File: config.mk
export PLATFORM = sky130hd
export DESIGN_NAME = acpe_ctrl
export DESIGN_NICKNAME = d
export VERILOG_FILES = /design/src/hdl/acpe_pkg.sv /design/src/hdl/acpe_ctrl.sv
export SDC_FILE = /design/constraint.sdc
export NUM_CORES = 1
export LEC_CHECK = 0
export BUFFER_PORTS_ARGS = -buffer_cell sky130_fd_sc_hd__buf_2
export CORE_MARGIN = 8
export CORE_UTILIZATION = 51
export CTS_CLUSTER_SIZE = 20
export DETAILED_ROUTE_END_ITERATION = 10
export HOLD_SLACK_MARGIN = 0.08
export MAX_ROUTING_LAYER = met4
export PLACE_DENSITY_LB_ADDON = 0.3
export SYNTH_ARGS = -nofsm -noshare
export SYNTH_HDL_FRONTEND = slang
export SYNTH_SLANG_ARGS = --single-unit
export TNS_END_PERCENT = 5
File: constraint.sdc
create_clock -name clk -period 4.2 [get_ports clk]
set_input_delay 0.84 -clock clk [delete_from_list [all_inputs] [get_ports clk]]
set_output_delay 0.84 -clock clk [all_outputs]
set_load 0.01 [all_outputs]
File: src/hdl/acpe_pkg.sv
// Shared types, codes, tables and round functions of the AES-CBC PKCS#7 engine.
`timescale 1ns / 1ps
package acpe_pkg;

    localparam int BLK_W    = 128;
    localparam int RK_DEPTH = 30;
    localparam int RK_AW    = 5;

    typedef enum logic [1:0] {
        CMD_LOAD  = 2'd0,
        CMD_BLOCK = 2'd1,
        CMD_FINAL = 2'd2,
        CMD_NONE  = 2'd3
    } acpe_cmd_t;

    typedef enum logic [1:0] {
        STAT_OK    = 2'd0,
        STAT_PAD   = 2'd1,
        STAT_NOKEY = 2'd2
    } acpe_status_t;

    typedef enum logic [2:0] {
        REG_KEY0   = 3'd0,
        REG_KEY1   = 3'd1,
        REG_KEY2   = 3'd2,
        REG_KEY3   = 3'd3,
        REG_KLEN   = 3'd4,
        REG_DECRYPT = 3'd5,
        REG_KEYRDY = 3'd6
    } acpe_reg_t;

    typedef enum logic [2:0] {
        S_IDLE,
        S_EXPAND,
        S_KEYRD,
        S_INIT,
        S_ROUND,
        S_OUT
    } acpe_state_t;

    typedef struct packed {
        logic       capture;
        logic       exp_step;
        logic       exp_first;
        logic       exp_done;
        logic [5:0] exp_idx;
        logic       rk_rd;
        logic [3:0] rk_addr;
        logic       init;
        logic       round;
        logic       last;
        logic       out_load;
    } acpe_ctrl_t;

    typedef struct packed {
        logic       key_ready;
        logic       keys_valid;
        logic       decrypt;
        logic [3:0] nr;
    } acpe_dp_stat_t;

    localparam logic [7:0] SBOX [256] = '{
        8'h63,8'h7c,8'h77,8'h7b,8'hf2,8'h6b,8'h6f,8'hc5,8'h30,8'h01,8'h67,8'h2b,8'hfe,8'hd7,8'hab,8'h76,
        8'hca,8'h82,8'hc9,8'h7d,8'hfa,8'h59,8'h47,8'hf0,8'had,8'hd4,8'ha2,8'haf,8'h9c,8'ha4,8'h72,8'hc0,
        8'hb7,8'hfd,8'h93,8'h26,8'h36,8'h3f,8'hf7,8'hcc,8'h34,8'ha5,8'he5,8'hf1,8'h71,8'hd8,8'h31,8'h15,
        8'h04,8'hc7,8'h23,8'hc3,8'h18,8'h96,8'h05,8'h9a,8'h07,8'h12,8'h80,8'he2,8'heb,8'h27,8'hb2,8'h75,
        8'h09,8'h83,8'h2c,8'h1a,8'h1b,8'h6e,8'h5a,8'ha0,8'h52,8'h3b,8'hd6,8'hb3,8'h29,8'he3,8'h2f,8'h84,
        8'h53,8'hd1,8'h00,8'hed,8'h20,8'hfc,8'hb1,8'h5b,8'h6a,8'hcb,8'hbe,8'h39,8'h4a,8'h4c,8'h58,8'hcf,
        8'hd0,8'hef,8'haa,8'hfb,8'h43,8'h4d,8'h33,8'h85,8'h45,8'hf9,8'h02,8'h7f,8'h50,8'h3c,8'h9f,8'ha8,
        8'h51,8'ha3,8'h40,8'h8f,8'h92,8'h9d,8'h38,8'hf5,8'hbc,8'hb6,8'hda,8'h21,8'h10,8'hff,8'hf3,8'hd2,
        8'hcd,8'h0c,8'h13,8'hec,8'h5f,8'h97,8'h44,8'h17,8'hc4,8'ha7,8'h7e,8'h3d,8'h64,8'h5d,8'h19,8'h73,
        8'h60,8'h81,8'h4f,8'hdc,8'h22,8'h2a,8'h90,8'h88,8'h46,8'hee,8'hb8,8'h14,8'hde,8'h5e,8'h0b,8'hdb,
        8'he0,8'h32,8'h3a,8'h0a,8'h49,8'h06,8'h24,8'h5c,8'hc2,8'hd3,8'hac,8'h62,8'h91,8'h95,8'he4,8'h79,
        8'he7,8'hc8,8'h37,8'h6d,8'h8d,8'hd5,8'h4e,8'ha9,8'h6c,8'h56,8'hf4,8'hea,8'h65,8'h7a,8'hae,8'h08,
        8'hba,8'h78,8'h25,8'h2e,8'h1c,8'ha6,8'hb4,8'hc6,8'he8,8'hdd,8'h74,8'h1f,8'h4b,8'hbd,8'h8b,8'h8a,
        8'h70,8'h3e,8'hb5,8'h66,8'h48,8'h03,8'hf6,8'h0e,8'h61,8'h35,8'h57,8'hb9,8'h86,8'hc1,8'h1d,8'h9e,
        8'he1,8'hf8,8'h98,8'h11,8'h69,8'hd9,8'h8e,8'h94,8'h9b,8'h1e,8'h87,8'he9,8'hce,8'h55,8'h28,8'hdf,
        8'h8c,8'ha1,8'h89,8'h0d,8'hbf,8'he6,8'h42,8'h68,8'h41,8'h99,8'h2d,8'h0f,8'hb0,8'h54,8'hbb,8'h16
    };

    localparam logic [7:0] INV_SBOX [256] = '{
        8'h52,8'h09,8'h6a,8'hd5,8'h30,8'h36,8'ha5,8'h38,8'hbf,8'h40,8'ha3,8'h9e,8'h81,8'hf3,8'hd7,8'hfb,
        8'h7c,8'he3,8'h39,8'h82,8'h9b,8'h2f,8'hff,8'h87,8'h34,8'h8e,8'h43,8'h44,8'hc4,8'hde,8'he9,8'hcb,
        8'h54,8'h7b,8'h94,8'h32,8'ha6,8'hc2,8'h23,8'h3d,8'hee,8'h4c,8'h95,8'h0b,8'h42,8'hfa,8'hc3,8'h4e,
        8'h08,8'h2e,8'ha1,8'h66,8'h28,8'hd9,8'h24,8'hb2,8'h76,8'h5b,8'ha2,8'h49,8'h6d,8'h8b,8'hd1,8'h25,
        8'h72,8'hf8,8'hf6,8'h64,8'h86,8'h68,8'h98,8'h16,8'hd4,8'ha4,8'h5c,8'hcc,8'h5d,8'h65,8'hb6,8'h92,
        8'h6c,8'h70,8'h48,8'h50,8'hfd,8'hed,8'hb9,8'hda,8'h5e,8'h15,8'h46,8'h57,8'ha7,8'h8d,8'h9d,8'h84,
        8'h90,8'hd8,8'hab,8'h00,8'h8c,8'hbc,8'hd3,8'h0a,8'hf7,8'he4,8'h58,8'h05,8'hb8,8'hb3,8'h45,8'h06,
        8'hd0,8'h2c,8'h1e,8'h8f,8'hca,8'h3f,8'h0f,8'h02,8'hc1,8'haf,8'hbd,8'h03,8'h01,8'h13,8'h8a,8'h6b,
        8'h3a,8'h91,8'h11,8'h41,8'h4f,8'h67,8'hdc,8'hea,8'h97,8'hf2,8'hcf,8'hce,8'hf0,8'hb4,8'he6,8'h73,
        8'h96,8'hac,8'h74,8'h22,8'he7,8'had,8'h35,8'h85,8'he2,8'hf9,8'h37,8'he8,8'h1c,8'h75,8'hdf,8'h6e,
        8'h47,8'hf1,8'h1a,8'h71,8'h1d,8'h29,8'hc5,8'h89,8'h6f,8'hb7,8'h62,8'h0e,8'haa,8'h18,8'hbe,8'h1b,
        8'hfc,8'h56,8'h3e,8'h4b,8'hc6,8'hd2,8'h79,8'h20,8'h9a,8'hdb,8'hc0,8'hfe,8'h78,8'hcd,8'h5a,8'hf4,
        8'h1f,8'hdd,8'ha8,8'h33,8'h88,8'h07,8'hc7,8'h31,8'hb1,8'h12,8'h10,8'h59,8'h27,8'h80,8'hec,8'h5f,
        8'h60,8'h51,8'h7f,8'ha9,8'h19,8'hb5,8'h4a,8'h0d,8'h2d,8'he5,8'h7a,8'h9f,8'h93,8'hc9,8'h9c,8'hef,
        8'ha0,8'he0,8'h3b,8'h4d,8'hae,8'h2a,8'hf5,8'hb0,8'hc8,8'heb,8'hbb,8'h3c,8'h83,8'h53,8'h99,8'h61,
        8'h17,8'h2b,8'h04,8'h7e,8'hba,8'h77,8'hd6,8'h26,8'he1,8'h69,8'h14,8'h63,8'h55,8'h21,8'h0c,8'h7d
    };

    function automatic logic [7:0] xt(input logic [7:0] b);
        return {b[6:0], 1'b0} ^ (b[7] ? 8'h1b : 8'h00);
    endfunction

    function automatic logic [31:0] sub_word(input logic [31:0] w);
        return {SBOX[w[31:24]], SBOX[w[23:16]], SBOX[w[15:8]], SBOX[w[7:0]]};
    endfunction

    function automatic logic [7:0] get_byte(input logic [BLK_W-1:0] s, input int k);
        return s[BLK_W-1-8*k -: 8];
    endfunction

    function automatic logic [BLK_W-1:0] fwd_round(input logic [BLK_W-1:0] s,
                                                    input logic last);
        logic [7:0] t [16];
        logic [7:0] u [16];
        logic [7:0] a0, a1, a2, a3, al;
        logic [BLK_W-1:0] res;
        for (int c = 0; c < 4; c++)
            for (int r = 0; r < 4; r++)
                t[4*c+r] = SBOX[get_byte(s, 4*((c+r)&3)+r)];
        for (int c = 0; c < 4; c++)
        begin
            a0 = t[4*c]; a1 = t[4*c+1]; a2 = t[4*c+2]; a3 = t[4*c+3];
            al = a0 ^ a1 ^ a2 ^ a3;
            u[4*c]   = last ? a0 : a0 ^ al ^ xt(a0 ^ a1);
            u[4*c+1] = last ? a1 : a1 ^ al ^ xt(a1 ^ a2);
            u[4*c+2] = last ? a2 : a2 ^ al ^ xt(a2 ^ a3);
            u[4*c+3] = last ? a3 : a3 ^ al ^ xt(a3 ^ a0);
        end
        for (int k = 0; k < 16; k++)
            res[BLK_W-1-8*k -: 8] = u[k];
        return res;
    endfunction

    function automatic logic [BLK_W-1:0] inv_round(input logic [BLK_W-1:0] s,
                                                    input logic [BLK_W-1:0] rk,
                                                    input logic last);
        logic [7:0] t [16];
        logic [7:0] u [16];
        logic [7:0] a [4];
        logic [7:0] x2 [4];
        logic [7:0] x4 [4];
        logic [7:0] x8 [4];
        logic [7:0] m9 [4];
        logic [7:0] m11 [4];
        logic [7:0] m13 [4];
        logic [7:0] m14 [4];
        logic [BLK_W-1:0] res;
        for (int c = 0; c < 4; c++)
            for (int r = 0; r < 4; r++)
                t[4*((c+r)&3)+r] = get_byte(s, 4*c+r);
        for (int k = 0; k < 16; k++)
            t[k] = INV_SBOX[t[k]] ^ get_byte(rk, k);
        for (int c = 0; c < 4; c++)
        begin
            for (int j = 0; j < 4; j++)
            begin
                a[j]   = t[4*c+j];
                x2[j]  = xt(a[j]);
                x4[j]  = xt(x2[j]);
                x8[j]  = xt(x4[j]);
                m9[j]  = x8[j] ^ a[j];
                m11[j] = x8[j] ^ x2[j] ^ a[j];
                m13[j] = x8[j] ^ x4[j] ^ a[j];
                m14[j] = x8[j] ^ x4[j] ^ x2[j];
            end
            u[4*c]   = last ? a[0] : m14[0] ^ m11[1] ^ m13[2] ^ m9[3];
            u[4*c+1] = last ? a[1] : m9[0] ^ m14[1] ^ m11[2] ^ m13[3];
            u[4*c+2] = last ? a[2] : m13[0] ^ m9[1] ^ m14[2] ^ m11[3];
            u[4*c+3] = last ? a[3] : m11[0] ^ m13[1] ^ m9[2] ^ m14[3];
        end
        for (int k = 0; k < 16; k++)
            res[BLK_W-1-8*k -: 8] = u[k];
        return res;
    endfunction

endpackage

File: src/hdl/acpe_ctrl.sv
// Controller state machine: sequences key expansion, rounds and result hand-off.
`timescale 1ns / 1ps
module acpe_ctrl
(
    input  logic                   clk,
    input  logic                   rst_n,
    input  logic                   s_tvalid,
    output logic                   s_tready,
    input  logic [1:0]             s_cmd,
    output logic                   m_tvalid,
    input  logic                   m_tready,
    input  acpe_pkg::acpe_dp_stat_t dp_stat,
    output acpe_pkg::acpe_ctrl_t    ctrl
);
    import acpe_pkg::*;

    acpe_state_t state_reg, state_next;
    logic [5:0]  cnt_reg, cnt_next;
    logic        ovalid_reg, ovalid_next;
    logic [3:0]  step;

    always_ff @(posedge clk or negedge rst_n)
    begin
        if (!rst_n)
        begin
            state_reg  <= S_IDLE;
            cnt_reg    <= '0;
            ovalid_reg <= 1'b0;
        end
        else
        begin
            state_reg  <= state_next;
            cnt_reg    <= cnt_next;
            ovalid_reg <= ovalid_next;
        end
    end

    assign m_tvalid = ovalid_reg;
    assign s_tready = (state_reg == S_IDLE);

    always_comb
    begin
        state_next  = state_reg;
        cnt_next    = cnt_reg;
        ovalid_next = ovalid_reg & ~m_tready;
        ctrl        = '0;
        ctrl.exp_idx = cnt_reg;
        step        = cnt_reg[3:0];
        case (state_reg)
            S_IDLE:
            begin
                if (s_tvalid)
                begin
                    ctrl.capture = 1'b1;
                    cnt_next     = '0;
                    if ((s_cmd == CMD_BLOCK || s_cmd == CMD_FINAL) && dp_stat.key_ready)
                        state_next = dp_stat.keys_valid ? S_KEYRD : S_EXPAND;
                    else
                        state_next = S_OUT;
                end
            end
            S_EXPAND:
            begin
                ctrl.exp_step  = 1'b1;
                ctrl.exp_first = (cnt_reg == 6'd0);
                if (cnt_reg == {dp_stat.nr, 2'b11})
                begin
                    ctrl.exp_done = 1'b1;
                    cnt_next      = '0;
                    state_next    = S_KEYRD;
                end
                else
                    cnt_next = cnt_reg + 6'd1;
            end
            S_KEYRD:
            begin
                step       = 4'd0;
                ctrl.rk_rd = 1'b1;
                cnt_next   = 6'd1;
                state_next = S_INIT;
            end
            S_INIT:
            begin
                ctrl.init  = 1'b1;
                ctrl.rk_rd = 1'b1;
                state_next = S_ROUND;
            end
            S_ROUND:
            begin
                ctrl.round = 1'b1;
                ctrl.last  = (cnt_reg[3:0] == dp_stat.nr);
                if (ctrl.last)
                    state_next = S_OUT;
                else
                begin
                    step       = cnt_reg[3:0] + 4'd1;
                    ctrl.rk_rd = 1'b1;
                    cnt_next   = cnt_reg + 6'd1;
                end
            end
            S_OUT:
            begin
                if (!ovalid_reg || m_tready)
                begin
                    ctrl.out_load = 1'b1;
                    ovalid_next   = 1'b1;
                    state_next    = S_IDLE;
                end
            end
            default:
            begin
                state_next = S_IDLE;
            end
        endcase
        ctrl.rk_addr = dp_stat.decrypt ? dp_stat.nr - step : step;
    end

endmodule

Word-level counts from Yosys, hierarchy flattened
Index checks and enable logic that the tools add are counted.
{"block": "totals", "reg_bits": 10, "output_inout_bits": 21, "elab_cells": 58, "inputBits": 13}
{"block": "op_classes", "eq_ne": 14, "mux": 26, "bitwise_logic": 2, "reduce_logical": 10, "n_addsub": 3}
{"operator": "case mux 6 bit (4 select lines)", "count": 1}
{"operator": "two-way mux 3 bit", "count": 6}
{"operator": "two-way mux 6 bit", "count": 3}
{"operator": "case mux 3 bit (6 select lines)", "count": 1}
{"operator": "inequality test 2 bit, second input constant", "count": 5}
{"operator": "two-way mux 1 bit", "count": 9}
{"operator": "two-way mux 4 bit", "count": 2}
{"operator": "case mux 4 bit (2 select lines)", "count": 1}
{"operator": "adder 6 x 1 -> 6 bit, second input constant", "count": 1}
{"operator": "equality test 3 x 2 -> 1 bit, second input constant", "count": 2}
{"operator": "equality test 3 bit, second input constant", "count": 2}
{"operator": "equality test 6 bit", "count": 1}
{"operator": "logical NOT 6 bit", "count": 1}
{"operator": "adder 4 x 1 -> 4 bit, second input constant", "count": 1}
{"operator": "equality test 4 bit", "count": 1}
{"operator": "two-way mux 2 bit", "count": 2}
{"operator": "AND reduction 4 bit", "count": 1}
{"operator": "nonzero test 4 bit", "count": 1}
{"operator": "subtractor 4 bit", "count": 1}
{"operator": "equality test 3 x 1 -> 1 bit, second input constant", "count": 1}
{"operator": "logical NOT 3 bit", "count": 1}
{"operator": "AND reduction 3 bit", "count": 1}
{"operator": "equality test 2 x 1 -> 1 bit, second input constant", "count": 1}
{"operator": "equality test 2 bit, second input constant", "count": 1}
{"operator": "other kinds (7)", "count": 8}

Logic depth before layout (Yosys ltp)
Gate-level depths: netlist of the first run.
{"block": "depth", "depth_word": 6, "depth_mapped": 11, "ltp_nobuf": 11}

Least setup slack after synthesis of the first run
OpenSTA, ideal clock, no wires.
{"block": "synth_path", "path_type": "input to output", "start": "input port dp_stat[0] in the netlist's numbering", "end": "output port ctrl[7] in the netlist's numbering", "cell_stages": 10, "t_required_ns": 3.360, "path_buffers": 0, "setup_slack_ns": 0.568, "arrival_ns": 2.792, "cell_sequence": "xnor2_1 > nand4_4 > and2_1 > a22oi_1 > ha_1 > nor2b_1 > o21ai_0 > nor3b_1 > o21ai_0 > xnor2_1"}
{"item": "start: declaration", "line": "acpe_ctrl.sv:12", "source": "input acpe_pkg::acpe_dp_stat_t dp_stat,"}
{"item": "end: declaration", "line": "acpe_ctrl.sv:13", "source": "output acpe_pkg::acpe_ctrl_t ctrl"}

==> results of run 1 <==
==> per-layer routing <==
metal	vias up	track usage	wire length, µm	part of all wire
met5	-	-	0	0
met4	0	0.0285	19	0.0068
met3	2	0.0484	138	0.050
met2	30	0.260	1430	0.51
met1	512	0.151	1190	0.43
li1	523	-	-	-
==> worst paths after layout <==
kind                                    from            to
worst max-delay path              dp_stat[1]       ctrl[7]
worst min-delay path                   rst_n    cnt_reg[0]
worst max register to register  state_reg[0]  state_reg[0]
worst min register to register    cnt_reg[5]    cnt_reg[5]
max in group asynchronous              rst_n    cnt_reg[3]
min in group clk                  cnt_reg[5]    cnt_reg[5]
==> critical path, stage by stage <==
cell	delay, ns
buf_2	0.14
xnor2_1	0.24
nand4_4	0.21
and2_1	0.21
a22oi_2	0.26
ha_1	0.28
nor2b_1	0.13
o21ai_1	0.14
nor3b_1	0.20
o21ai_1	0.10
xnor2_1	0.20
buf_2	0.16
==> placed cells by master, fill, tap and decap left out, drive strengths merged, types with 2 or more instances in the layout <==
cell    count
and2        2
nor2b       4
a22oi       2
dfrtp      10
xor2        4
ha          5
o21ai       3
xnor2       7
nor2        8
a211o       2
nand4       3
a21oi       4
nor3        5
inv         8
clkbuf      3
nand2      13
a211oi      3
mux2i       3
buf        33
mux2        2
nand2b      6
nand3       7
==> power by group <==
part / internal, µW / switching (µW)
Sequential: 139 / 105
Clock: 33.0 / 29.7
Combinational: 339 / 388
Total: 511 / 522
==> final cells by class <==
type	count	area [µm²]
fill	210	830
timing repair buffer	33	165
clock buffer	3	22.5
multi-input combinational	104	816
tap	28	35.0
inverter	8	30.0
sequential	10	250
==> metrics by stage <==
stage	setup slack [ns]	power, µW
2_1_floorplan	0.568	767
3_3_place_gp	0.313	940
3_5_place_dp	0.0757	970
4_1_cts	0.0528	1040
5_1_grt	0.0426	1130
6_report	0.249	1030
==> cells by family after synthesis <==
group	Yosys count	synth area share
compound gates	25	0.182
xor+xnor	11	0.0993
fa+ha+maj	6	0.0737
buf+inv	13	0.0536
flops	10	0.223
mux	5	0.0502
simple gates	57	0.318
==> what timing repair did <==
action | CTS | global route
buffers inserted | 0 | 0
resized for setup | 0 | 3
endpoints found under the setup margin | 0 | 1
hold buffers | 0 | 0
==> flow_summary.json, run 1 <==
{
  "worst_ep_required_time_ns": 3.36,
  "drv_cap": 0,
  "core_region_area_um2": 2150,
  "power.density_nw_per_um2": 783,
  "async_flop_share": 1.00,
  "cts_tree": "yes",
  "synth_edf_count": 0,
  "holdWs_ns": 0.436,
  "ir_drop_v": 0.000425,
  "critical_path_class": "in -> out",
  "ant_nets": 0,
  "diodes": 0,
  "path_clk_slew_ns": 0.06,
  "hold_viol": 0,
  "ys_warn_count": 0,
  "die_w_um": 62.9,
  "root_buffer": "clkbuf_4",
  "start_util": 0.522,
  "finalCritPeriodShare": 0.941,
  "wire_per_inst_um": 14.9,
  "rsz0062_at_grt": "no",
  "synth_cell_types": 51,
  "synthCells": 127,
  "yosys.area.top_type": "dfrtp_1",
  "syn_area_um2": 1120,
  "synth_area_per_cell_um2": 8.83,
  "grt_first_pass_wirelength_um": 4720,
  "place_hpwl_um": 2280,
  "report.final.slew_viol_count": 0,
  "place_congestion": 0.832,
  "final_util": 0.614,
  "drt_first_pass_iters": 4,
  "drtIter0Drc": 44,
  "grt_max_degree": 14,
  "reg2reg_depth": 5,
  "clock_path_buffers": 2,
  "r2r_slack_ns": 2.30,
  "wirelength_um": 2780,
  "tightestPinTransition_ns": 0.419,
  "io_pins": 34,
  "fin_nets": 179,
  "total_leakage_power_uw": 0.000653,
  "synth.most_common_cell": "nand2_1",
  "worstPathMaxFanout": 8,
  "vias": 1067,
  "htreeDepth": 1,
  "placed_cells": 183,
  "relSlewSlack": 0.721,
  "critPathLaunchType": "input port",
  "fp.dieArea_um2": 3950,
  "vias_per_cell": 5.74,
  "fmax_mhz": 253,
  "final-setup-viol-count": 0,
  "synth-main-ff-cell": "dfrtp_1",
  "synth.area.top_cells": "dfrtp_1 22%, ha_1 5.6%, nand2_1 4.0%",
  "first_global_vias": 1088,
  "finalCriticalPeriod_ns": 3.95,
  "fin_setup_tns_ns": 0,
  "grt_usage": 0.145,
  "synth.top_cells.by_count": "12 x nand2_1, 10 x dfrtp_1, 7 x inv_1, 7 x nand3_1, 7 x nor2_1",
  "syn_nets": 146,
  "finalInstanceArea_um2": 1320,
  "syn_to_final_growth_pct": 17.6,
  "cts_buffers": 3,
  "seq_area_frac_synth": 0.223,
  "port_buffers": 33,
  "grt_overflow_total": 0,
  "finClkSkew_ns": 0.00160,
  "cp-end-kind": "output port",
  "placement_rows": 17,
  "placed_area_um2": 1290,
  "instances_no_fill": 186,
  "status": "finished, final reports clean",
  "clock-sinks": 10,
  "synth_seq_cells": 10,
  "synth.top_cell.area_share": 0.223,
  "cp.arrival_ns": 3.11,
  "largest_reg_flops": 6,
  "insertion_delay_ns": 0.26,
  "antenna_found_initial": 0,
  "hp-class": "in -> async",
  "layout-drive-gt1-share": 0.335,
  "drc_errors": 0,
  "die_y_um": 62.9
}
Power figures use the tool's default switching activity.
==> run 2, diff against run 1 <==
- CORE_UTILIZATION: 51 -> 40
==> run 2 against run 1 <==
  * First-iteration DRC count down 30%
  * Final cell count grew 1.6%
  * Setup slack worse by 0.015 ns
  * Critical path depth unchanged
  * Largest power group unchanged
  * Sequential share of layout area down 0.16 points
  * Critical path type unchanged
  * Hold slack worse by 0.0066 ns
  * Global-route usage fell by 0.49 points
  * Die area is 20% higher
==> flow_summary.json, run 2 (same netlist as run 1, synthesis figures left out) <==
{
  "largest_reg_flops": 6,
  "path_clk_slew_ns": 0.07,
  "die_y_um": 68.9,
  "port_buffers": 33,
  "status": "finished, final reports clean",
  "finalCritPeriodShare": 0.944,
  "post_cts_buffers": 0,
  "fin_nets": 179,
  "tightestPinTransition_ns": 0.424,
  "ir_drop_v": 0.000496,
  "cts_tree": "yes",
  "report.final.slew_viol_count": 0,
  "p_seq_frac": 0.237,
  "switching_share": 0.510,
  "insertion_delay_ns": 0.26,
  "p_clk_frac": 0.063,
  "worst_ep_required_time_ns": 3.36,
  "wirelength_um": 2980,
  "cp.arrival_ns": 3.13,
  "busiest_layer": "met2",
  "grt_max_degree": 14,
  "final-setup-viol-count": 0,
  "cts_buffers": 3,
  "ant_nets": 0,
  "hold_viol": 0,
  "grt_overflow_total": 0,
  "relSlewSlack": 0.717,
  "grt_first_pass_wirelength_um": 5050,
  "grt_use_met3": 0.0404,
  "die_w_um": 68.9,
  "drt_first_pass_iters": 4,
  "power.internal_uw": 513,
  "fp.dieArea_um2": 4750,
  "final_util": 0.491,
  "place_hpwl_um": 2390,
  "most-common-layout-cells": "33 x buf_2, 12 x nand2_1, 10 x dfrtp_1",
  "finClkSkew_ns": 0.00755,
  "hp-class": "in -> async",
  "switching_power_uw": 535,
  "placement_rows": 19,
  "clock-sinks": 10,
  "htreeDepth": 1,
  "wire_per_inst_um": 15.8,
  "syn_to_final_growth_pct": 18.6,
  "drtIter0Drc": 31,
  "critPathLaunchType": "input port",
  "core_region_area_um2": 2710,
  "rsz0062_at_grt": "no",
  "worstPathMaxFanout": 8,
  "critical_path_class": "in -> out",
  "grtUsageMet2": 0.234,
  "clock_path_buffers": 2,
  "diodes": 0,
  "cp-end-kind": "output port",
  "vias_per_cell": 5.58,
  "cts_resized": 0,
  "grt_usage": 0.140,
  "finalCriticalPeriod_ns": 3.97,
  "power.density_nw_per_um2": 788,
  "start_util": 0.414,
  "drc_errors": 0,
  "hold_buffers": 0,
  "use_met1": 0.162,
  "fin_setup_tns_ns": 0,
  "antenna_found_initial": 0,
  "layout_commonest_cell": "buf_2",
  "root_buffer": "clkbuf_4",
  "layout-drive-gt1-share": 0.342,
  "fmax_mhz": 252,
  "pwr-share-comb": 0.700,
  "place_congestion": 0.832,
  "drv_cap": 0,
  "total_leakage_power_uw": 0.000659,
  "first_global_vias": 1151,
  "io_pins": 34,
  "vias": 1054
}
## run 2: cell types whose count changed in the layout (fill, tap and decap cells not counted)
cell,before,now
o21ai_0,1,3
o21ai_1,2,0
xnor2_1,5,4
xnor2_2,2,3
## run 2: stage by stage
step	total power (µW)	area, µm²	std cells	setup slack, ns	hold WS (ns)
finish	1050	1330	189	0.234	0.430
global route	1150	1330	189	0.0429	0.431
CTS	1050	1320	189	0.0699	0.435
detailed placement	978	1290	186	0.0864	0.639
global placement	946	1290	186	0.303	0.605
floorplan	767	1120	127	0.568	0.544
## run 2: final timing paths
check	depth (start not counted)	to	slack (ns)	from
worst min-delay path	1	cnt_reg[1]	0.43	rst_n
min in group clk	1	cnt_reg[5]	0.66	cnt_reg[5]
max in group asynchronous	1	state_reg[1]	3.56	rst_n
worst max-delay path	12	ctrl[7]	0.23	dp_stat[0]
worst min register to register	1	cnt_reg[5]	0.66	cnt_reg[5]
worst max register to register	5	cnt_reg[2]	2.32	state_reg[1]
## run 2: power groups by stage
stage          logic (µW)  registers (µW)  clock network [µW]
2_1_floorplan         569             198                   0
3_3_place_gp          702             244                   0
3_5_place_dp          730             248                   0
4_1_cts               735             246                68.3
5_1_grt               816             261                75.3
6_report              734             248                66.2
## run 2: worst max-delay path, cell delays in order
cell	delay, ns
buf_2	0.13
xnor2_1	0.23
nand4_4	0.20
and2_1	0.21
a22oi_2	0.26
ha_1	0.27
nor2b_1	0.12
o21ai_0	0.20
nor3b_1	0.20
o21ai_0	0.12
xnor2_1	0.19
buf_2	0.15
## run 2: cell type report
class,count,area [µm²]
tap,31,38.8
fill,292,1380
sequential,10,250
timing repair buffer,33,165
multi-input combinational,104,823
clock buffer,3,22.5
inverter,8,30.0
## run 2: per-layer routing
metal,vias to the layer above,wire length (µm)
met5,-,0
met4,0,4
met3,2,218
met2,35,1480
met1,494,1280
li1,523,-
